[src/cascaded_speed_current_pid_assert.svh]
// ----------------------------------------------------------------------------
// Assertion macros for the cascaded speed/current regulator
// Shared property forms; each expects clk and rst_n in scope.
// ----------------------------------------------------------------------------
`ifndef CASCADED_SPEED_CURRENT_PID_ASSERT_SVH
`define CASCADED_SPEED_CURRENT_PID_ASSERT_SVH

// Consequent must hold in the same cycle as the antecedent.
`define CSCPID_ASSERT_IMPL(lbl, ante, cons, msg) \
  lbl: assert property (@(posedge clk) disable iff (!rst_n) (ante) |-> (cons)) else $error(msg);

// Consequent must hold in the cycle after the antecedent.
`define CSCPID_ASSERT_NEXT(lbl, ante, cons, msg) \
  lbl: assert property (@(posedge clk) disable iff (!rst_n) (ante) |=> (cons)) else $error(msg);

`endif

[src/cscpid_pkg.sv]
// ----------------------------------------------------------------------------
// cscpid_pkg
// Types, codes and constants of the cascaded speed/current regulator.
// ----------------------------------------------------------------------------
`default_nettype none

package cscpid_pkg;

  // Default limits of the speed target.
  localparam int MAX_SPEED_DEF = 1536000;
  localparam int MIN_SPEED_DEF = 12800;

  // Fixed-point formats.
  localparam int SPEED_SHIFT   = 20;
  localparam int CURRENT_SHIFT = 28;
  localparam int VPRE_LIM      = 1073741823;

  // Iteration counts of the square root and the divider.
  localparam int SQRT_STEPS = 31;
  localparam int DIV_STEPS  = 17;

  // Register values after reset.
  localparam logic [31:0] SPEED_KP_RST   = 32'd9395241;
  localparam logic [31:0] SPEED_KI_RST   = 32'd2684;
  localparam logic [31:0] SPEED_KD_RST   = 32'd0;
  localparam logic [31:0] CURRENT_KP_RST = 32'd9395241;
  localparam logic [31:0] CURRENT_KI_RST = 32'd2684;
  localparam logic [31:0] CURRENT_KD_RST = 32'd0;
  localparam logic [15:0] RAMP_STEP_RST  = 16'd256;
  localparam logic [22:0] MAX_TORQUE_RST = 23'd131072;

  typedef enum logic [2:0] {
    CMD_SET_SPEED, CMD_SET_TORQUE, CMD_SPEED_TICK, CMD_CURRENT_SAMPLE, CMD_CLEAR
  } cmd_t;

  typedef enum logic [2:0] {
    REG_SPEED_KP, REG_SPEED_KI, REG_SPEED_KD, REG_CURRENT_KP,
    REG_CURRENT_KI, REG_CURRENT_KD, REG_RAMP_STEP, REG_MAX_TORQUE
  } reg_idx_t;

  typedef enum logic [1:0] {LOOP_SPEED, LOOP_D, LOOP_Q} loop_t;

  typedef enum logic [1:0] {TERM_P, TERM_I, TERM_D} term_t;

  typedef enum logic [4:0] {
    OP_NONE, OP_CAPTURE, OP_SET_SPEED, OP_SET_TORQUE, OP_CLEAR, OP_RAMP,
    OP_PID_LOAD, OP_MUL, OP_ACC, OP_ROUND, OP_SAT, OP_SQ, OP_UACC,
    OP_SQRT_INIT, OP_SQRT_STEP, OP_DIV_INIT, OP_DIV_STEP, OP_DIV_DONE,
    OP_HOLD, OP_EMIT
  } dp_op_t;

  typedef enum logic [4:0] {
    ST_IDLE, ST_DISPATCH, ST_PID_LOAD, ST_MUL, ST_ACC, ST_ROUND, ST_SAT,
    ST_SQ_D, ST_UACC_D, ST_SQ_Q, ST_UACC_Q, ST_CHECK, ST_SQRT_INIT, ST_SQRT,
    ST_DIV_INIT, ST_DIV, ST_DIV_DONE, ST_HOLD, ST_EMIT
  } ctrl_state_t;

  // Command from the controller to the datapath.
  typedef struct packed {
    dp_op_t op;
    loop_t  loop;
    term_t  term;
    logic   half;
    logic   comp;
  } dp_cmd_t;

  // Status from the datapath to the controller.
  typedef struct packed {
    logic big;
  } dp_status_t;

  // Configuration register contents.
  typedef struct packed {
    logic [31:0] speed_kp;
    logic [31:0] speed_ki;
    logic [31:0] speed_kd;
    logic [31:0] current_kp;
    logic [31:0] current_ki;
    logic [31:0] current_kd;
    logic [15:0] ramp_step;
    logic [22:0] max_torque;
  } cfg_t;

endpackage

`default_nettype wire

[src/cscpid_ctrl.sv]
// ----------------------------------------------------------------------------
// cscpid_ctrl
// Controller: sequences the datapath through each command and owns the
// input and result handshakes.
// ----------------------------------------------------------------------------
`default_nettype none
`include "cascaded_speed_current_pid_assert.svh"

module cscpid_ctrl (
  input  logic                   clk,
  input  logic                   rst_n,
  input  logic                   in_valid,
  output logic                   in_ready,
  input  logic [2:0]             in_cmd,
  output logic                   out_valid,
  input  logic                   out_ready,
  output cscpid_pkg::dp_cmd_t    dp_cmd,
  input  cscpid_pkg::dp_status_t status
);
  import cscpid_pkg::*;

  ctrl_state_t state_r, state_nxt;
  cmd_t        cmd_r, cmd_nxt;
  loop_t       loop_r, loop_nxt;
  term_t       term_r, term_nxt;
  logic        half_r, half_nxt;
  logic        comp_r, comp_nxt;
  logic [4:0]  cnt_r, cnt_nxt;
  logic        out_valid_r, out_valid_nxt;

  // State and sequencing registers.
  always_ff @(posedge clk) begin
    if (!rst_n) begin
      state_r     <= ST_IDLE;
      cmd_r       <= CMD_SET_SPEED;
      loop_r      <= LOOP_SPEED;
      term_r      <= TERM_P;
      half_r      <= 1'b0;
      comp_r      <= 1'b0;
      cnt_r       <= '0;
      out_valid_r <= 1'b0;
    end else begin
      state_r     <= state_nxt;
      cmd_r       <= cmd_nxt;
      loop_r      <= loop_nxt;
      term_r      <= term_nxt;
      half_r      <= half_nxt;
      comp_r      <= comp_nxt;
      cnt_r       <= cnt_nxt;
      out_valid_r <= out_valid_nxt;
    end
  end

  // Next state and datapath commands.
  always_comb begin
    state_nxt     = state_r;
    cmd_nxt       = cmd_r;
    loop_nxt      = loop_r;
    term_nxt      = term_r;
    half_nxt      = half_r;
    comp_nxt      = comp_r;
    cnt_nxt       = cnt_r;
    out_valid_nxt = out_valid_r && !out_ready;
    in_ready      = 1'b0;
    dp_cmd.op     = OP_NONE;
    dp_cmd.loop   = loop_r;
    dp_cmd.term   = term_r;
    dp_cmd.half   = half_r;
    dp_cmd.comp   = comp_r;

    unique case (state_r)
      ST_IDLE: begin
        in_ready = 1'b1;
        if (in_valid) begin
          dp_cmd.op = OP_CAPTURE;
          cmd_nxt   = cmd_t'(in_cmd);
          state_nxt = ST_DISPATCH;
        end
      end
      ST_DISPATCH: begin
        case (cmd_r)
          CMD_SET_SPEED: begin
            dp_cmd.op = OP_SET_SPEED;
            state_nxt = ST_EMIT;
          end
          CMD_SET_TORQUE: begin
            dp_cmd.op = OP_SET_TORQUE;
            state_nxt = ST_EMIT;
          end
          CMD_CLEAR: begin
            dp_cmd.op = OP_CLEAR;
            state_nxt = ST_EMIT;
          end
          CMD_SPEED_TICK: begin
            dp_cmd.op = OP_RAMP;
            loop_nxt  = LOOP_SPEED;
            state_nxt = ST_PID_LOAD;
          end
          CMD_CURRENT_SAMPLE: begin
            loop_nxt  = LOOP_D;
            state_nxt = ST_PID_LOAD;
          end
          default: state_nxt = ST_EMIT;
        endcase
      end
      ST_PID_LOAD: begin
        dp_cmd.op = OP_PID_LOAD;
        term_nxt  = TERM_P;
        half_nxt  = 1'b0;
        state_nxt = ST_MUL;
      end
      ST_MUL: begin
        dp_cmd.op = OP_MUL;
        state_nxt = ST_ACC;
      end
      ST_ACC: begin
        dp_cmd.op = OP_ACC;
        if (!half_r) begin
          half_nxt  = 1'b1;
          state_nxt = ST_MUL;
        end else begin
          half_nxt = 1'b0;
          if (term_r == TERM_D) begin
            state_nxt = ST_ROUND;
          end else begin
            term_nxt  = (term_r == TERM_P) ? TERM_I : TERM_D;
            state_nxt = ST_MUL;
          end
        end
      end
      ST_ROUND: begin
        dp_cmd.op = OP_ROUND;
        state_nxt = ST_SAT;
      end
      ST_SAT: begin
        dp_cmd.op = OP_SAT;
        if (loop_r == LOOP_SPEED) begin
          state_nxt = ST_EMIT;
        end else if (loop_r == LOOP_D) begin
          loop_nxt  = LOOP_Q;
          state_nxt = ST_PID_LOAD;
        end else begin
          comp_nxt  = 1'b0;
          state_nxt = ST_SQ_D;
        end
      end
      ST_SQ_D: begin
        dp_cmd.op   = OP_SQ;
        dp_cmd.comp = 1'b0;
        state_nxt   = ST_UACC_D;
      end
      ST_UACC_D: begin
        dp_cmd.op = OP_UACC;
        state_nxt = ST_SQ_Q;
      end
      ST_SQ_Q: begin
        dp_cmd.op   = OP_SQ;
        dp_cmd.comp = 1'b1;
        state_nxt   = ST_UACC_Q;
      end
      ST_UACC_Q: begin
        dp_cmd.op = OP_UACC;
        state_nxt = ST_CHECK;
      end
      ST_CHECK: begin
        state_nxt = status.big ? ST_SQRT_INIT : ST_HOLD;
      end
      ST_SQRT_INIT: begin
        dp_cmd.op = OP_SQRT_INIT;
        cnt_nxt   = '0;
        state_nxt = ST_SQRT;
      end
      ST_SQRT: begin
        dp_cmd.op = OP_SQRT_STEP;
        cnt_nxt   = cnt_r + 5'd1;
        if (cnt_r == 5'(SQRT_STEPS - 1)) begin
          comp_nxt  = 1'b0;
          state_nxt = ST_DIV_INIT;
        end
      end
      ST_DIV_INIT: begin
        dp_cmd.op = OP_DIV_INIT;
        cnt_nxt   = '0;
        state_nxt = ST_DIV;
      end
      ST_DIV: begin
        dp_cmd.op = OP_DIV_STEP;
        cnt_nxt   = cnt_r + 5'd1;
        if (cnt_r == 5'(DIV_STEPS - 1))
          state_nxt = ST_DIV_DONE;
      end
      ST_DIV_DONE: begin
        dp_cmd.op = OP_DIV_DONE;
        if (!comp_r) begin
          comp_nxt  = 1'b1;
          state_nxt = ST_DIV_INIT;
        end else begin
          state_nxt = ST_HOLD;
        end
      end
      ST_HOLD: begin
        dp_cmd.op = OP_HOLD;
        state_nxt = ST_EMIT;
      end
      ST_EMIT: begin
        // Load the result register once the previous result has left.
        if (!out_valid_r || out_ready) begin
          dp_cmd.op     = OP_EMIT;
          out_valid_nxt = 1'b1;
          state_nxt     = ST_IDLE;
        end
      end
      default: state_nxt = ST_IDLE;
    endcase
  end

  assign out_valid = out_valid_r;

  // Checks on the sequencing.
  `CSCPID_ASSERT_NEXT(a_accept_starts, in_valid && in_ready, state_r == ST_DISPATCH, "accepted item did not start work")
  `CSCPID_ASSERT_IMPL(a_sqrt_count, state_r == ST_SQRT, cnt_r < 5'(SQRT_STEPS), "square root ran past its step count")
  `CSCPID_ASSERT_IMPL(a_div_count, state_r == ST_DIV, cnt_r < 5'(DIV_STEPS), "divider ran past its step count")
  `CSCPID_ASSERT_IMPL(a_result_source, $rose(out_valid_r), $past(state_r == ST_EMIT), "result appeared without an emit")

endmodule

`default_nettype wire

[config.mk]
export PLATFORM = sky130hd
export DESIGN_NAME = cscpid_ctrl
export DESIGN_NICKNAME = d
export VERILOG_FILES = /design/src/cscpid_pkg.sv /design/src/cscpid_ctrl.sv
export VERILOG_INCLUDE_DIRS = /design/src /design/src/src
export SDC_FILE = /design/constraint.sdc
export NUM_CORES = 1
export LEC_CHECK = 0
export BUFFER_PORTS_ARGS = -buffer_cell sky130_fd_sc_hd__buf_2
export CORE_MARGIN = 4
export CORE_UTILIZATION = 40
export CTS_CLUSTER_DIAMETER = 50
export DETAILED_ROUTE_END_ITERATION = 6
export GPL_ROUTABILITY_DRIVEN = 1
export HOLD_SLACK_MARGIN = 0.03
export MAX_ROUTING_LAYER = met4
export PLACE_DENSITY_LB_ADDON = 0.05
export SLEW_MARGIN = 10
export SYNTH_ARGS = -nofsm -noshare
export SYNTH_HDL_FRONTEND = slang
export SYNTH_SLANG_ARGS = --single-unit
[constraint.sdc]
create_clock -name clk -period 1.87 [get_ports clk]
set_clock_uncertainty 0.05 [all_clocks]
set_input_delay 0.2805 -clock clk [delete_from_list [all_inputs] [get_ports clk]]
set_output_delay 0.2805 -clock clk [all_outputs]
set_load 0.005 [all_outputs]
After elaboration in Yosys (flattened, before gate mapping):

Index checks and enable logic that the tools add are counted.

* register bits: 20

* add/sub/neg operators: 1
* equal/unequal tests: 36
* mux-type cells: 35
* reduce and logical (&&, ||, !) cells: 22

Operator list (number)
* case mux 5 bit (19 select lines): 1
* case mux 5 bit (16 select lines): 1
* two-way mux 5 bit: 9
* equality test 5 x 4 -> 1 bit, second input constant: 8
* equality test 5 bit, second input constant: 5
* equality test 5 x 3 -> 1 bit, second input constant: 4
* inequality test 2 bit, second input constant: 9
* case mux 2 bit (2 select lines): 3
* case mux 3 bit (4 select lines): 1
* AND reduction 4 bit: 3
* equality test 5 x 2 -> 1 bit, second input constant: 2
* two-way mux 2 bit: 5
* case mux 5 bit (2 select lines): 1
* OR reduction 2 bit: 5
* two-way mux 3 bit: 3
* two-way mux 1 bit: 8
* equality test 3 x 2 -> 1 bit, second input constant: 2
* nonzero test 2 bit: 3
* adder 5 x 1 -> 5 bit, second input constant: 1
* equality test 5 x 1 -> 1 bit, second input constant: 1
* logical NOT 5 bit: 1
* logical NOT 2 bit: 2
* case mux 1 bit (2 select lines): 2
* equality test 3 x 1 -> 1 bit, second input constant: 1
* other kinds (12): 13

Logic depth before layout (Yosys ltp):

* depth in word-level cells: 5
* mapped depth: 7
* gate-level depth less buffers: 7

Least setup slack after synthesis:

OpenSTA, ideal clock, no wires.

* path kind: register to register
* start point: register cnt_r[0]
* end point: register state_r[4]
* library setup time: 115 ps
* arrival time: 1532 ps
* required time: 1705 ps
* path slack: 173 ps
* cell stages (with the launch flop): 8
* cells stage by stage: dfxtp_1 > inv_1 > ha_1 > and4bb_1 > o22ai_1 > a311oi_2 > a311o_1 > and3_1

* longest elaborated chain between the ends: 3
* elaborated cells between the ends (all ways): 5
* those cells by class: 4 x eq/ne; 1 x reduce/logical

RTL lines
* from (decl): line cscpid_ctrl.sv:28 `logic [4:0] cnt_r, cnt_nxt;`
* from (signal assigned): line cscpid_ctrl.sv:49 `cnt_r <= cnt_nxt;`
* equality test 5 bit, on equally long branches: line cscpid_ctrl.sv:189, cscpid_ctrl.sv:176
* inequality test 2 bit (no source line)
* AND reduction 4 bit (no source line) *
* to (signal assigned): line cscpid_ctrl.sv:43 `state_r <= state_nxt;`
* to (decl): line cscpid_ctrl.sv:22 `ctrl_state_t state_r, state_nxt;`

Mark *: on every way between the ends. The rest lies on a longest branch, timed or not.
A chain may end at the register's enable or synchronous reset.

==> results_dict.tcl <==
set metrics [dict create \
    grt-ovfl-total 0 \
    cap_violations 0 \
    rsz_0062_raised_after_global_routing "true" \
    netlist-cell-type-count 57 \
    antenna_cells_inserted 0 \
    leakage_nw 0.806 \
    insertion_delay_ns 0.27 \
    synth_area_um2 1500 \
    tritoncts "done" \
    cp.required_ns 1.54 \
    dieWidth_um 69.3 \
    areaGrowthSynthToFinish_pct 28.5 \
    timing.setup.tns_ns 0 \
    min_period_ns 1.85 \
    synthesized_instance_count 196 \
    slew_viol_final 0 \
    path_max_fanout 5 \
    core_um2 3630 \
    hold_buffers 0 \
    synthTopCellsByArea "sky130_fd_sc_hd__dfxtp_1, sky130_fd_sc_hd__nor2b_1, sky130_fd_sc_hd__nand2_1" \
    clock_tree.buffer_depth 2 \
    detailedRoute.firstPassIterationCount 4 \
    pin_count_of_the_biggest_net_entering_global_routing 26 \
    timing.critical_path.from_type "flop" \
    yosys.area.top_type_share 0.266 \
    synthTopCellsByCount "sky130_fd_sc_hd__dfxtp_1, sky130_fd_sc_hd__nand2_1, sky130_fd_sc_hd__nor2b_1" \
    postLayoutCellArea_um2 1930 \
    io_buffers 20 \
    final_antenna_net_count 0 \
    floorplan.initialDensity 0.414 \
    yosys.area.top_type "sky130_fd_sc_hd__dfxtp_1" \
    wp_data_arrival_ns 1.52 \
    grt_util_all_layers 0.203 \
    floorplan.rows 22 \
    synth-main-ff-cell "sky130_fd_sc_hd__dfxtp_1" \
    synth_enable_flop_cells 0 \
    clock_pin_slew_reported_for_the_worst_setup_and_hold_paths_after_clock_tree_synthesis_ns 0.08 \
    numCtsBuffers 3 \
    ir_drop_mv 0.577 \
    grt_pass1_wl_um 7830 \
    ctsHtreeMaxLevel 1 \
    yosys.cell_count.top_type "sky130_fd_sc_hd__dfxtp_1" \
    status "completed" \
    ioPinCount 21 \
    share_of_synthesized_flip_flops_with_an_asynchronous_set_or_reset 0 \
    worst_hold_path_type "in -> reg" \
    finalWirelength_um 4510 \
    slew_at_the_pin_closest_to_its_max_slew_limit_ns 0.390 \
    pwr_density_cell_nw_per_um2 1270 \
    number_of_synthesized_register_bits 20 \
    totalPowerFinal_mw 2.45 \
    final_layout_size_suffix_gt1_frac 0.325 \
    placedInstanceArea_um2 1780 \
    die_h_um 69.3 \
    headroom_to_the_max_slew_limit 0.734 \
    endpoint_kind "output pin" \
    num_vias 1587 \
    fmaxAchievable_ghz 0.541 \
    dp.final_hpwl_um 3260 \
    cts_root_buf "sky130_fd_sc_hd__clkbuf_8" \
    finalWeightedCongestion 0.884 \
    via_count_of_the_first_global_routing_pass 1581 \
    detail_route.vias_per_cell 5.63 \
    clock_sinks 20 \
    initial_antenna_violation_count 0 \
    final-hold-violation-count 0 \
    design.die.area_um2 4800 \
    share_of_the_clock_period_used_by_the_worst_path_after_layout 0.988 \
    synth.avg_cell_area_um2 7.67 \
    timing.final.setup_violations 0 \
    num-nets-final 246 \
    synth_nets 207 \
    drcViolationCount 0 \
    synth.yosys.seq_area_share 0.266 \
    yosys_warnings 0 \
    routedWlPerCell_um 16.0 \
    initialDrtViolationCount 78 \
    critPathKind "reg -> out" \
]
## power breakdown
| group | switching, mW | total (mW) | internal, mW |
|---|---|---|---|
| logic | 0.746 | 1.47 | 0.726 |
| clock network | 0.164 | 0.352 | 0.188 |
| registers | 0.123 | 0.622 | 0.499 |
## cell usage in the layout, fill, tap and decap left out, types with 5 or more instances in the layout
cell	instances
sky130_fd_sc_hd__buf_4	27
sky130_fd_sc_hd__buf_2	20
sky130_fd_sc_hd__nand2_1	18
sky130_fd_sc_hd__dfxtp_1	13
sky130_fd_sc_hd__nor2b_1	12
sky130_fd_sc_hd__nand3_1	11
sky130_fd_sc_hd__o21ai_0	10
sky130_fd_sc_hd__nor2_1	9
sky130_fd_sc_hd__a21oi_1	9
sky130_fd_sc_hd__inv_1	6
sky130_fd_sc_hd__nand2b_1	6
sky130_fd_sc_hd__o21ai_1	6
sky130_fd_sc_hd__and3_1	5
## final timing paths
kind,from,endpoint,slack [ns],depth (start not counted)
worst max register to register,state_r[3],term_r[0],0.07,5
worst min register to register,loop_r[0],loop_r[0],0.45,2
worst max-delay path,state_r[2],dp_cmd[7],0.02,5
worst min-delay path,in_cmd[2],cmd_r[2],0.21,3
## metal layers
metal  GRT usage  wire length [µm]  up-vias
li1            -                 -      792
met1       0.270              2200      749
met2       0.315              2060       39
met3      0.0290               173        7
met4      0.0716                76        0
met5           -                 0        -
## repair_timing
action | 4_1_cts | 5_1_grt
endpoints found under the setup margin | 5 | 9
pin swaps | 4 | 4
gates resized for setup | 13 | 12
buffers inserted | 3 | 3
## through the flow
step,setup WS [ns],hold WS [ns],utilization,std cells
floorplan,0.173,0.397,-,196
finish,0.0221,0.211,0.531,282
CTS,-0.0224,0.221,0.519,279
global route,-0.0600,0.237,0.531,282
global placement,0.0888,0.438,0.489,272
detailed placement,0.0479,0.444,0.489,272
## critical path, cell delays in order, from the launching register on
cell and delay, ns:
sky130_fd_sc_hd__dfxtp_2 0.35, sky130_fd_sc_hd__or3_4 0.42, sky130_fd_sc_hd__nor3_4 0.17, sky130_fd_sc_hd__nand2b_1 0.09, sky130_fd_sc_hd__o221ai_2 0.07, sky130_fd_sc_hd__buf_2 0.14
## final cells by class
type	instances	area, µm²
repair buffers	49	343
well taps	48	60.1
inverters	8	30.0
multi-input cells	153	1030
fillers	384	1700
clock buffers	4	55.1
flip-flops and latches	20	417
## state kept, by name, summed over array words and instances, names as in the netlist
name	flops
state_r	5
out_valid	1
loop_r	2
term_r	2
half_r	1
cnt_r	5
comp_r	1
cmd_r	3
## cells by family after synthesis
logic type | Yosys count | synth area share
AND/OR/NAND/NOR | 86 | 0.323
AO/OA/AOI/OAI | 57 | 0.266
buffers and inverters | 23 | 0.0758
flip-flops | 20 | 0.266
multiplexers | 4 | 0.0266
XOR/XNOR | 3 | 0.0175
adder cells (fa/ha/maj) | 3 | 0.0250
No activity file was read; power rests on OpenSTA's default activity.
