**src/cascaded_speed_current_pid_assert.svh**
```systemverilog
// ----------------------------------------------------------------------------
// Assertion macros for the cascaded speed/current regulator
// Shared property forms; each expects clk and rst_n in scope.
// ----------------------------------------------------------------------------
`ifndef CASCADED_SPEED_CURRENT_PID_ASSERT_SVH
`define CASCADED_SPEED_CURRENT_PID_ASSERT_SVH

// Consequent must hold in the same cycle as the antecedent.
`define CSCPID_ASSERT_IMPL(lbl, ante, cons, msg) \
  lbl: assert property (@(posedge clk) disable iff (!rst_n) (ante) |-> (cons)) else $error(msg);

// Consequent must hold in the cycle after the antecedent.
`define CSCPID_ASSERT_NEXT(lbl, ante, cons, msg) \
  lbl: assert property (@(posedge clk) disable iff (!rst_n) (ante) |=> (cons)) else $error(msg);

`endif

```
**src/cscpid_pkg.sv**
```systemverilog
// ----------------------------------------------------------------------------
// cscpid_pkg
// Types, codes and constants of the cascaded speed/current regulator.
// ----------------------------------------------------------------------------
`default_nettype none

package cscpid_pkg;

  // Default limits of the speed target.
  localparam int MAX_SPEED_DEF = 1536000;
  localparam int MIN_SPEED_DEF = 12800;

  // Fixed-point formats.
  localparam int SPEED_SHIFT   = 20;
  localparam int CURRENT_SHIFT = 28;
  localparam int VPRE_LIM      = 1073741823;

  // Iteration counts of the square root and the divider.
  localparam int SQRT_STEPS = 31;
  localparam int DIV_STEPS  = 17;

  // Register values after reset.
  localparam logic [31:0] SPEED_KP_RST   = 32'd9395241;
  localparam logic [31:0] SPEED_KI_RST   = 32'd2684;
  localparam logic [31:0] SPEED_KD_RST   = 32'd0;
  localparam logic [31:0] CURRENT_KP_RST = 32'd9395241;
  localparam logic [31:0] CURRENT_KI_RST = 32'd2684;
  localparam logic [31:0] CURRENT_KD_RST = 32'd0;
  localparam logic [15:0] RAMP_STEP_RST  = 16'd256;
  localparam logic [22:0] MAX_TORQUE_RST = 23'd131072;

  typedef enum logic [2:0] {
    CMD_SET_SPEED, CMD_SET_TORQUE, CMD_SPEED_TICK, CMD_CURRENT_SAMPLE, CMD_CLEAR
  } cmd_t;

  typedef enum logic [2:0] {
    REG_SPEED_KP, REG_SPEED_KI, REG_SPEED_KD, REG_CURRENT_KP,
    REG_CURRENT_KI, REG_CURRENT_KD, REG_RAMP_STEP, REG_MAX_TORQUE
  } reg_idx_t;

  typedef enum logic [1:0] {LOOP_SPEED, LOOP_D, LOOP_Q} loop_t;

  typedef enum logic [1:0] {TERM_P, TERM_I, TERM_D} term_t;

  typedef enum logic [4:0] {
    OP_NONE, OP_CAPTURE, OP_SET_SPEED, OP_SET_TORQUE, OP_CLEAR, OP_RAMP,
    OP_PID_LOAD, OP_MUL, OP_ACC, OP_ROUND, OP_SAT, OP_SQ, OP_UACC,
    OP_SQRT_INIT, OP_SQRT_STEP, OP_DIV_INIT, OP_DIV_STEP, OP_DIV_DONE,
    OP_HOLD, OP_EMIT
  } dp_op_t;

  typedef enum logic [4:0] {
    ST_IDLE, ST_DISPATCH, ST_PID_LOAD, ST_MUL, ST_ACC, ST_ROUND, ST_SAT,
    ST_SQ_D, ST_UACC_D, ST_SQ_Q, ST_UACC_Q, ST_CHECK, ST_SQRT_INIT, ST_SQRT,
    ST_DIV_INIT, ST_DIV, ST_DIV_DONE, ST_HOLD, ST_EMIT
  } ctrl_state_t;

  // Command from the controller to the datapath.
  typedef struct packed {
    dp_op_t op;
    loop_t  loop;
    term_t  term;
    logic   half;
    logic   comp;
  } dp_cmd_t;

  // Status from the datapath to the controller.
  typedef struct packed {
    logic big;
  } dp_status_t;

  // Configuration register contents.
  typedef struct packed {
    logic [31:0] speed_kp;
    logic [31:0] speed_ki;
    logic [31:0] speed_kd;
    logic [31:0] current_kp;
    logic [31:0] current_ki;
    logic [31:0] current_kd;
    logic [15:0] ramp_step;
    logic [22:0] max_torque;
  } cfg_t;

endpackage

`default_nettype wire

```
**src/cscpid_regs.sv**
```systemverilog
// ----------------------------------------------------------------------------
// cscpid_regs
// APB register file holding gains, ramp step and torque limit.
// ----------------------------------------------------------------------------
`default_nettype none

module cscpid_regs (
  input  logic               clk,
  input  logic               rst_n,
  input  logic               psel,
  input  logic               penable,
  input  logic               pwrite,
  input  logic [4:0]         paddr,
  input  logic [31:0]        pwdata,
  output logic [31:0]        prdata,
  output logic               pready,
  output cscpid_pkg::cfg_t   cfg
);
  import cscpid_pkg::*;

  cfg_t     cfg_r;
  reg_idx_t idx;
  logic     wr_en;

  assign idx    = reg_idx_t'(paddr[4:2]);
  assign wr_en  = psel && penable && pwrite;
  assign pready = 1'b1;
  assign cfg    = cfg_r;

  // Register writes on the access phase.
  always_ff @(posedge clk) begin
    if (!rst_n) begin
      cfg_r.speed_kp   <= SPEED_KP_RST;
      cfg_r.speed_ki   <= SPEED_KI_RST;
      cfg_r.speed_kd   <= SPEED_KD_RST;
      cfg_r.current_kp <= CURRENT_KP_RST;
      cfg_r.current_ki <= CURRENT_KI_RST;
      cfg_r.current_kd <= CURRENT_KD_RST;
      cfg_r.ramp_step  <= RAMP_STEP_RST;
      cfg_r.max_torque <= MAX_TORQUE_RST;
    end else if (wr_en) begin
      unique case (idx)
        REG_SPEED_KP:   cfg_r.speed_kp   <= pwdata;
        REG_SPEED_KI:   cfg_r.speed_ki   <= pwdata;
        REG_SPEED_KD:   cfg_r.speed_kd   <= pwdata;
        REG_CURRENT_KP: cfg_r.current_kp <= pwdata;
        REG_CURRENT_KI: cfg_r.current_ki <= pwdata;
        REG_CURRENT_KD: cfg_r.current_kd <= pwdata;
        REG_RAMP_STEP:  cfg_r.ramp_step  <= pwdata[15:0];
        REG_MAX_TORQUE: cfg_r.max_torque <= pwdata[22:0];
        default: ;
      endcase
    end
  end

  // Read-back mux.
  always_comb begin
    unique case (idx)
      REG_SPEED_KP:   prdata = cfg_r.speed_kp;
      REG_SPEED_KI:   prdata = cfg_r.speed_ki;
      REG_SPEED_KD:   prdata = cfg_r.speed_kd;
      REG_CURRENT_KP: prdata = cfg_r.current_kp;
      REG_CURRENT_KI: prdata = cfg_r.current_ki;
      REG_CURRENT_KD: prdata = cfg_r.current_kd;
      REG_RAMP_STEP:  prdata = {16'b0, cfg_r.ramp_step};
      REG_MAX_TORQUE: prdata = {9'b0, cfg_r.max_torque};
      default:        prdata = '0;
    endcase
  end

endmodule

`default_nettype wire

```
**config.mk**
```make
export PLATFORM = sky130hd
export DESIGN_NAME = cscpid_regs
export DESIGN_NICKNAME = d
export VERILOG_FILES = /design/src/cascaded_speed_current_pid_assert.svh /design/src/cscpid_pkg.sv /design/src/cscpid_regs.sv
export SDC_FILE = /design/constraint.sdc
export NUM_CORES = 1
export LEC_CHECK = 0
export BUFFER_PORTS_ARGS = -buffer_cell sky130_fd_sc_hd__clkbuf_2
export CORE_MARGIN = 2
export CORE_UTILIZATION = 47
export DETAILED_ROUTE_END_ITERATION = 10
export PLACE_DENSITY = 0.81
export SYNTH_ARGS = -nofsm -noshare
export SYNTH_HDL_FRONTEND = slang
export SYNTH_SLANG_ARGS = --single-unit
```
**constraint.sdc**
```tcl
create_clock -name clk -period 2 [get_ports clk]
set_clock_uncertainty 0.1 [all_clocks]
set_input_delay 0.4 -clock clk [delete_from_list [all_inputs] [get_ports clk]]
set_output_delay 0.4 -clock clk [all_outputs]
set_load 0.1 [all_outputs]
```
# [Word level (Yosys, flattened, before mapping)]
# Index checks and enable logic that the tools add are counted.
[totals] mem_count=0 input_bits=42 ff_bits=231 romBits=0 latch_bits=0 ramBits=0 elab_cells=27
[op_classes] n_reduce_logical=11 magnitude_cmp=0 n_addsub=0 n_div=0 multipliers=0 mux=1 n_eq_ne=7 n_bitwise=0 shift=0
[ops] operator="32-bit one-hot mux with 8 select lines" n=1
[ops] operator="2-bit AND reduction" n=8
[ops] operator="3-bit == test (second input constant)" n=4
[ops] operator="3-bit by 2-bit == test with 1-bit output (second input constant)" n=2
[ops] operator="3-bit by 1-bit == test with 1-bit output (second input constant)" n=1
[ops] operator="3-bit logical NOT" n=1
[ops] operator="1-bit logical AND" n=2

# [Logic depth before layout (Yosys ltp)]
# Gate-level depths: netlist (run 1).
[depth] word_depth=3 mapped_depth=8 ltp_nobuf=4

# [Least setup slack after synthesis (run 1)]
# No wires, ideal clock.
[synth_timing] kind="register to output" startpoint="register cfg_r, in the netlist cfg[155]" endpoint="output port prdata[20]" t_arrival_ns=2.996 required_time_ns=1.500 path_stages_with_launch=4 path_slack_ns=-1.496 path_cell_list="dfxtp_1 o21ai_0 a21o_1 a31oi_1"
[synth_between] elab_chain_len=1
[synth_rtl] element="from (decl)" line="cscpid_regs.sv:21" source="cfg_t cfg_r;"
[synth_rtl] element="32-bit one-hot mux with 8 select lines" line="cscpid_regs.sv:58" source="unique case (idx)"
[synth_rtl] element="to (decl)" line="cscpid_regs.sv:15" source="output logic [31:0] prdata,"
# Every way passes these cells.

# [Worst setup path after layout (run 1)]
[layout_timing] startpoint="register cfg_r, in the netlist cfg[190]" endpoint="output port prdata[23]"
# The elaborated chain is that of the path after synthesis.

==> results of run 1 <==
## cells by family after synthesis
group / synth area share [%]
other: 0.0360
buffers and inverters: 5.88
flip-flops: 44.4
multiplexers: 4.05
AO/OA/AOI/OAI: 22.9
AND/OR/NAND/NOR: 22.8
## repair_timing
item                       CTS  global route
pin swaps                   79            48
setup endpoints to repair   32            32
cloned                       8             1
buffers inserted            45            14
resized for setup           97            47
## where the power goes
part | switching (uW) | internal (uW)
registers | 38.1 | 4640
logic | 1310 | 751
clock network | 1820 | 2650
total | 3170 | 8040
## worst paths after layout
path | end | slack [ns] | from
setup reg to reg | cfg[79] | 1.05 | cfg[79]
hold reg to reg | cfg[150] | 0.36 | cfg[150]
hold / removal | cfg[63] | 0.08 | pwdata[24]
setup / recovery | prdata[23] | -0.39 | cfg[190]
## per-stage QoR
stage	utilization (%)	power, uW
floorplan	-	5970
global placement	64.9	6540
detailed placement	64.9	6550
CTS	73.1	11100
global route	74.5	11500
finish	74.5	11200
## worst reg2reg max path: stages (launching register included)
cell and delay, ns:
dfxtp_2 0.33, buf_4 0.10, buf_4 0.12, nand2_1 0.05
a21boi_0 0.17
## final cells by class
class,instances,share of cell area (%)
Sequential cell,231,30.0
Inverter,17,0.469
Clock inverter,6,0.492
Antenna cell,1,0.0154
Clock buffer,35,4.26
Tap cell,280,2.15
Multi-Input combinational cell,947,38.3
Timing Repair Buffer,464,24.4
## cells in the final DEF (no fill, tap or decap), types with 8 or more instances in the layout
cell type and instances:
dfxtp_1 35, dfxtp_2 195, a21boi_1 61, mux2i_2 10, nand2b_4 11, clkbuf_16 27
a22o_1 15, mux2i_1 25, a222oi_1 8, nor2_1 31, a221oi_4 8, a221oi_2 19
nand3_1 39, o2bb2ai_2 8, buf_4 100, buf_6 12, nand2_1 453, nor2_4 28
inv_1 13, o21ai_0 19, buf_8 9, a21boi_0 130, buf_12 69, clkbuf_2 263
## layer usage
layer  routed length, um  up-vias  part of all wire, %  GRT usage, %
met3                4010      183                  9.3          5.73
met5                   0        -                    0             0
met2               20300      799                   47          57.2
met1               16400     5544                   38          43.4
li1                    -     5170                    -             -
met4                2500        0                  5.8          18.9
==> results.yml, run 1 <==
sta:
  maxSlewViolCount: 0
  rsz0062_at_grt: "yes"
  max_freq_ghz: 0.418
  worst_slack_ns: -0.393
  hold_violations: 0
  hold_slack_ns: 0.0768
  tightest_slew_ns: 0.607
  setup_viol: 32
  slew-limit-headroom_pct: 59.7
  fin_crit_sh_pct: 120
  fin_crit_ns: 2.39
  timing.setup.tns_ns: -6.53
final_layout:
  n_fill_cell: 1414
  fin_area_um2: 16300
  regArea_um2: 4870
  multi_input_area_um2: 6220
  nets: 1728
  final_cells: 1981
  drive_gt1_share_pct: 49.3
  syn2layout_area_growth_pct: 56.1
  largest_reg_flops: 231
floorplan:
  initial_utilization_pct: 47.8
  coreArea_um2: 21800
  die-width_um: 153
  dieArea_um2: 23400
  fp.dieH_um: 153
  boundaryPins: 306
  num_rows: 54
synthesis:
  synthFlopType: "dfxtp_1"
  synth_cell_types: 42
  yosysTopAreaCell: "dfxtp_1"
  syn_nets: 1364
  syn-cell-area_um2: 10400
  synth-seq-cells: 231
  synthTopCellsByArea: "dfxtp_1 (44%), nand2_1 (16%), a21boi_0 (9.4%), a21boi_1 (4.4%), mux2i_1 (3.9%)"
  synth_warnings: 0
  yosysSeqAreaShare_pct: 44.4
  synth_top_area_share_pct: 44.4
  avgSynthCellArea_um2: 7.88
  synth_common_cells: "nand2_1 (455), dfxtp_1 (231), a21boi_0 (130)"
  yosysMostFrequentCell: "nand2_1"
  synth_cells: 1322
  synthArstFlopShare_pct: 0
  synth_edf_count: 0
route:
  wirelength_um: 43200
  first_iter_violations: 1114
  via_per_inst: 5.90
  vias: 11700
  drc: 0
  antenna_left: 0
  first_pass_iters: 7
  wire_per_inst_um: 21.8
clock_tree:
  cts_tree: "yes"
  path_clk_slew_ns: 0.06
  clock_sinks: 231
  numCtsBuffers: 25
  cts-root-buf: "clkbuf_16"
  clk_path_buf_depth: 3
  clock_latency_ns: 0.51
  htreeDepth: 1
  cts.hold.buffers_added: 0
status:
  outcome: "complete, but fails checks"
  violations: "negative setup slack"
setup_path:
  start_kind: "flop"
  critPathRequiredTime_ns: 1.50
  crit_slowest_cell: "a222oi_1"
  worstPathArrival_ns: 1.89
  path_delay_family: "compound AO/OA/AOI/OAI gates"
  rr_worst_depth: 4
  worst-path-max-fanout: 2
  crit_type: "reg -> out"
  cp_num_cells: 6
  worstSetupEndpointType: "primary output"
  crit_chain: "nand2b_4, a22o_1, a222oi_1, buf_4, nor2_4, buf_12"
  crit_buf_inv: 2
  max_stage_delay_ns: 0.37
grt:
  grtUsageTotal_pct: 34.6
  grt_pass1_wl_um: 64400
  grt_pass1_vias: 11400
  grt_max_degree: 128
  gr-total-overflow: 0
  antenna_found_initial: 1
job:
  maxCapViolCount: 0
placement:
  io_buffer_count: 302
  globalplace.congestion: 0.881
  place_area_um2: 14200
  hpwl_um: 27400
  post-place-cells: 1877
  pre_cts_slack_ns: -0.355
min_path:
  hold_class: "in -> reg"
  holdPathStages: 3
power_and_ir_drop:
  irDropWorstVdd_mv: 0.659
  p_leak_uw: 0.00663
  p_per_area_nw_per_um2: 689
(Power assumes the default switching activity.)
==> run 2, diff against run 1 <==
--- a/config.mk
+++ b/config.mk
@@ -6,6 +6,7 @@
 export NUM_CORES = 1
 export LEC_CHECK = 0
 export BUFFER_PORTS_ARGS = -buffer_cell sky130_fd_sc_hd__clkbuf_2
+export CORE_ASPECT_RATIO = 0.8
 export CORE_MARGIN = 2
 export CORE_UTILIZATION = 47
 export DETAILED_ROUTE_END_ITERATION = 10
==> results.yml, run 2 (synthesis gave the netlist of run 1 again) <==
clock_tree:
  cts_tree: "yes"
  htreeDepth: 1
  clk_path_buf_depth: 3
  path_clk_slew_ns: 0.06
  numCtsBuffers: 24
  clock_latency_ns: 0.52
  cts-root-buf: "clkbuf_16"
  clock_sinks: 231
min_path:
  holdPathStages: 3
  hold_path_end: "cfg[224]"
  min_from: "pwdata[25]"
  hold_class: "in -> reg"
final_layout:
  multi_input_area_um2: 6160
  layout_common_cells: "nand2_1 (453), clkbuf_2 (264), dfxtp_2 (195)"
  nets: 1703
  final_common_cell: "nand2_1"
  drive_gt1_share_pct: 48.4
  final_cells: 1979
  fin_area_um2: 16000
  diodes: 0
  largest_reg_flops: 231
  n_fill_cell: 1525
  regArea_um2: 4870
  syn2layout_area_growth_pct: 53.5
grt:
  grt_pass1_vias: 11100
  grt_max_degree: 131
  gr-total-overflow: 0
  antenna_found_initial: 0
  grtUsageTotal_pct: 35.6
  grt_pass1_wl_um: 64000
setup_path:
  cp_num_cells: 6
  reg2reg_slack_ns: 1.08
  max_stage_delay_ns: 0.33
  rr_worst_depth: 3
  r2r-end: "cfg[38]"
  crit_buf_inv: 2
  worstReg2RegStart: "cfg[38]"
  crit_slowest_cell: "dfxtp_2"
  crit_type: "reg -> out"
  worstPathArrival_ns: 1.88
  worst-path-max-fanout: 2
  crit_chain: "nand2b_4, a22o_1, a222oi_1, buf_4, nor2_4, buf_12"
  path_delay_family: "compound AO/OA/AOI/OAI gates"
  worstSetupEndpointType: "primary output"
  start_kind: "flop"
  critPathRequiredTime_ns: 1.50
power_and_ir_drop:
  p_leak_uw: 0.00647
  swShare_pct: 28.5
  p_int_uw: 8220
  irDropWorstVdd_mv: 0.526
  clock_power_share_pct: 42.2
  pwr-share-comb_pct: 17.1
  p_per_area_nw_per_um2: 719
  pwr-share-seq_pct: 40.7
  p_switching_uw: 3270
floorplan:
  die-width_um: 170
  fp.dieH_um: 137
  dieArea_um2: 23400
  initial_utilization_pct: 48.1
  num_rows: 48
  boundaryPins: 306
  coreArea_um2: 21700
sta:
  maxSlewViolCount: 0
  slew-limit-headroom_pct: 59.2
  fin_crit_ns: 2.38
  worst_slack_ns: -0.378
  hold_violations: 0
  max_freq_ghz: 0.420
  timing.setup.tns_ns: -7.60
  tightest_slew_ns: 0.614
  fin_crit_sh_pct: 119
  rsz0062_at_grt: "yes"
  setup_viol: 32
placement:
  place_area_um2: 14200
  hpwl_um: 27600
  io_buffer_count: 302
  post-place-cells: 1904
  globalplace.congestion: 0.909
  pre_cts_slack_ns: -0.435
route:
  drc: 0
  top_layer: "met4"
  wl_met1_um: 17500
  wl_met3_um: 4520
  vias: 11500
  antenna_left: 0
  first_pass_iters: 7
  met2WireLength_um: 19500
  wirelength_um: 43100
  via_per_inst: 5.82
  first_iter_violations: 1410
  wire_per_inst_um: 21.8
status:
  outcome: "complete, but fails checks"
  violations: "negative setup slack"
job:
  maxCapViolCount: 0
## run 2: power groups by stage
| stage | clock, uW | combinational, uW | sequential [uW] |
|---|---|---|---|
| 2_1_floorplan | 0 | 917 | 5050 |
| 5_1_grt | 5030 | 2030 | 4680 |
| 4_1_cts | 4840 | 1930 | 4680 |
| 6_report | 4850 | 1970 | 4680 |
| 3_3_place_gp | 0 | 1760 | 4780 |
| 3_5_place_dp | 0 | 1780 | 4780 |
## run 2: area by class of cell
type / count / share of cell area (%)
multi-input combinational: 947 / 38.5
clock buffer: 35 / 4.52
clock inverter: 9 / 0.805
timing repair buffer: 440 / 22.9
inverter: 17 / 0.477
sequential: 231 / 30.4
tap: 300 / 2.35
## run 2: worst register-to-register path: cells and delay by family, from the launching register on
family	cells	cell delay, ns
buf+inv	1	0.12
flops	1	0.34
compound gates	2	0.28
## run 2: metrics by stage
| stage | power (uW) | hold WS, ns | util, % |
|---|---|---|---|
| 3_5_place_dp | 6560 | 0.354 | 65.4 |
| 3_3_place_gp | 6530 | 0.346 | 65.4 |
| 4_1_cts | 11400 | 0.0571 | 73.1 |
| 6_report | 11500 | 0.0754 | 73.8 |
| 5_1_grt | 11700 | 0.0748 | 73.8 |
| 2_1_floorplan | 5970 | 0.424 | - |
## run 2: worst max path at each step
| stage | from | end |
|---|---|---|
| finish | cfg[151] | prdata[16] |
| floorplan | paddr[3] | prdata[0] |
| global route | cfg[151] | prdata[16] |
| detailed placement | paddr[4] | prdata[5] |
| global placement | paddr[4] | prdata[5] |
| CTS | cfg[151] | prdata[16] |
## run 2: repair_timing
| item | CTS | global route |
|---|---|---|
| gates resized for setup | 89 | 32 |
| pin swaps | 41 | 24 |
| setup buffers | 24 | 7 |
| cloned | 6 | 0 |
| hold buffers | 0 | 0 |
| setup endpoints to repair | 32 | 34 |
## run 2: layer usage
| layer | global-route usage [%] | vias to the layer above |
|---|---|---|
| met1 | 47.3 | 5537 |
| met2 | 56.4 | 742 |
| met4 | 13.9 | 0 |
| met5 | 0 | - |
| li1 | - | 5117 |
| met3 | 8.33 | 113 |
==> run 3, diff against run 2 <==
--- a/config.mk
+++ b/config.mk
@@ -5,12 +5,14 @@
 export SDC_FILE = /design/constraint.sdc
 export NUM_CORES = 1
 export LEC_CHECK = 0
+export ABC_AREA = 1
 export BUFFER_PORTS_ARGS = -buffer_cell sky130_fd_sc_hd__clkbuf_2
 export CORE_ASPECT_RATIO = 0.8
 export CORE_MARGIN = 2
 export CORE_UTILIZATION = 47
 export DETAILED_ROUTE_END_ITERATION = 10
-export PLACE_DENSITY = 0.81
+export PLACE_DENSITY = 0.8
+export RECOVER_POWER = 100
 export SYNTH_ARGS = -nofsm -noshare
 export SYNTH_HDL_FRONTEND = slang
 export SYNTH_SLANG_ARGS = --single-unit
==> results.yml, run 3 <==
status:
  outcome: "complete, but fails checks"
  violations: "negative setup slack"
route:
  first_iter_violations: 1704
  via_per_inst: 5.78
  wirelength_um: 44400
  antenna_left: 0
  wire_per_inst_um: 20.7
  first_pass_iters: 6
  vias: 12400
  drc: 0
placement:
  hpwl_um: 30400
  place_area_um2: 13700
  io_buffer_count: 302
  globalplace.congestion: 1.00
sta:
  worst_slack_ns: -0.0943
  hold_violations: 0
  setup_viol: 32
  maxSlewViolCount: 0
  rsz0062_at_grt: "yes"
  max_freq_ghz: 0.477
  fin_crit_sh_pct: 105
  tightest_slew_ns: 0.707
  timing.setup.tns_ns: -1.78
  slew-limit-headroom_pct: 52.8
  fin_crit_ns: 2.09
clock_tree:
  cts_tree: "yes"
  clk_path_buf_depth: 3
  numCtsBuffers: 24
  path_clk_slew_ns: 0.06
  clock_sinks: 231
  clock_latency_ns: 0.52
  cts-root-buf: "clkbuf_16"
  htreeDepth: 1
  cts.hold.buffers_added: 0
grt:
  grt_pass1_wl_um: 64800
  gr-total-overflow: 0
  grt_pass1_vias: 10900
  grtUsageTotal_pct: 35.9
  antenna_found_initial: 0
  grt_max_degree: 66
synthesis:
  syn-cell-area_um2: 10500
  synthArstFlopShare_pct: 0
  synth_cell_types: 26
  yosysSeqAreaShare_pct: 44.0
  synth-seq-cells: 231
  avgSynthCellArea_um2: 6.83
  syn_nets: 1580
  synth_warnings: 0
  synth_cells: 1538
  yosysMostFrequentCell: "nor2_1"
  synth_edf_count: 0
  yosysTopAreaCell: "dfxtp_1"
  synth_common_cells: "nor2_1 (413), dfxtp_1 (231), nand2_1 (215)"
  synthTopCellsByArea: "dfxtp_1 (44%), nor2_1 (15%), o21ai_0 (8.8%), nand2_1 (7.7%), nand4_1 (5.2%)"
  synth_top_area_share_pct: 44.0
  synthFlopType: "dfxtp_1"
floorplan:
  die-width_um: 171
  num_rows: 48
  coreArea_um2: 21700
  initial_utilization_pct: 48.3
  boundaryPins: 306
  fp.dieH_um: 138
  dieArea_um2: 23600
final_layout:
  fin_area_um2: 15200
  layout_common_cells: "nor2_1 (348), clkbuf_2 (263), nand2_1 (189)"
  drive_gt1_share_pct: 37.2
  final_common_cell: "nor2_1"
  diodes: 0
  syn2layout_area_growth_pct: 44.7
  nets: 1868
  largest_reg_flops: 231
min_path:
  hold_class: "in -> reg"
power_and_ir_drop:
  p_leak_uw: 0.00717
  irDropWorstVdd_mv: 0.517
  p_per_area_nw_per_um2: 731
setup_path:
  worstSetupEndpointType: "primary output"
  worstPathArrival_ns: 1.59
  critPathRequiredTime_ns: 1.50
  crit_type: "in -> out"
  start_kind: "input pin"
  worst-path-max-fanout: 6
job:
  maxCapViolCount: 0
[run 3: changes by cell type after synthesis, moves of 43 or more]
cell,change
nand3_1,+63
o21ai_0,+163
inv_1,+43
a21boi_0,-130
nand4_1,+85
nor2_1,+350
nand2_1,-240
nor3_1,+63
a21boi_1,-61
[run 3: per-layer routing]
| layer | up-vias | wire (um) | GRT usage [%] |
|---|---|---|---|
| li1 | 5606 | - | - |
| met1 | 5765 | 17800 | 50.9 |
| met2 | 900 | 18800 | 53.0 |
| met3 | 112 | 6390 | 10.3 |
| met4 | 0 | 1380 | 9.79 |
| met5 | - | 0 | 0 |
[run 3: final cells by class]
cell class / count / area (um2)
clock buffer: 34 / 689
sequential: 231 / 4720
multi-input combinational: 1105 / 5870
timing repair buffer: 396 / 3170
fill: 1738 / 6550
tap: 300 / 375
inverter: 68 / 275
clock inverter: 9 / 95.1
[run 3: final timing paths]
check | from | to | slack [ns] | depth (start not counted)
worst max-delay path | paddr[3] | prdata[26] | -0.09 | 10
worst min-delay path | pwdata[23] | cfg[126] | 0.14 | 3
worst min register to register | cfg[103] | cfg[103] | 0.39 | 2
worst max register to register | cfg[123] | cfg[123] | 1.10 | 2
[run 3: cell families after synthesis]
family	share of synthesized area, %
AOI/OAI and AO/OA	9.67
buffers and inverters	8.54
other	0.0357
DFF	44.0
and+or+nand+nor	37.7
[run 3: metrics by stage]
| stage | power, uW | utilization, % | instances | hold WS, ns | worst slack [ns] |
|---|---|---|---|---|---|
| 5_1_grt | 11400 | 69.9 | 2143 | 0.141 | -0.136 |
| 2_1_floorplan | 5970 | - | 1538 | 0.413 | -0.0299 |
| 4_1_cts | 11100 | 68.5 | 2140 | 0.116 | -0.111 |
| 3_5_place_dp | 6540 | 63.1 | 2090 | 0.372 | -0.242 |
| 6_report | 11100 | 69.9 | 2143 | 0.141 | -0.0943 |
| 3_3_place_gp | 6530 | 63.1 | 2090 | 0.360 | -0.236 |
[run 3: worst max-delay path, stage by stage]
cell	delay, ns
clkbuf_16	0.15
buf_12	0.13
nor2_8	0.10
buf_12	0.16
clkbuf_16	0.16
nand3_2	0.05
o21ai_1	0.09
inv_1	0.10
nand3_4	0.07
buf_12	0.17
[run 3: power by group]
| part | leakage (uW) | internal, uW | switching [uW] |
|---|---|---|---|
| Sequential | 0.00189 | 4660 | 55.5 |
| Combinational | 0.00489 | 490 | 1380 |
| Clock | 0.000392 | 2650 | 1860 |
| Total | 0.00717 | 7810 | 3300 |
[run 3: what timing repair did]
item | CTS | global route
setup endpoints to repair | 33 | 34
buffers inserted | 3 | 1
gates cloned | 5 | 3
gates resized for setup | 80 | 69
pin swaps | 15 | 24
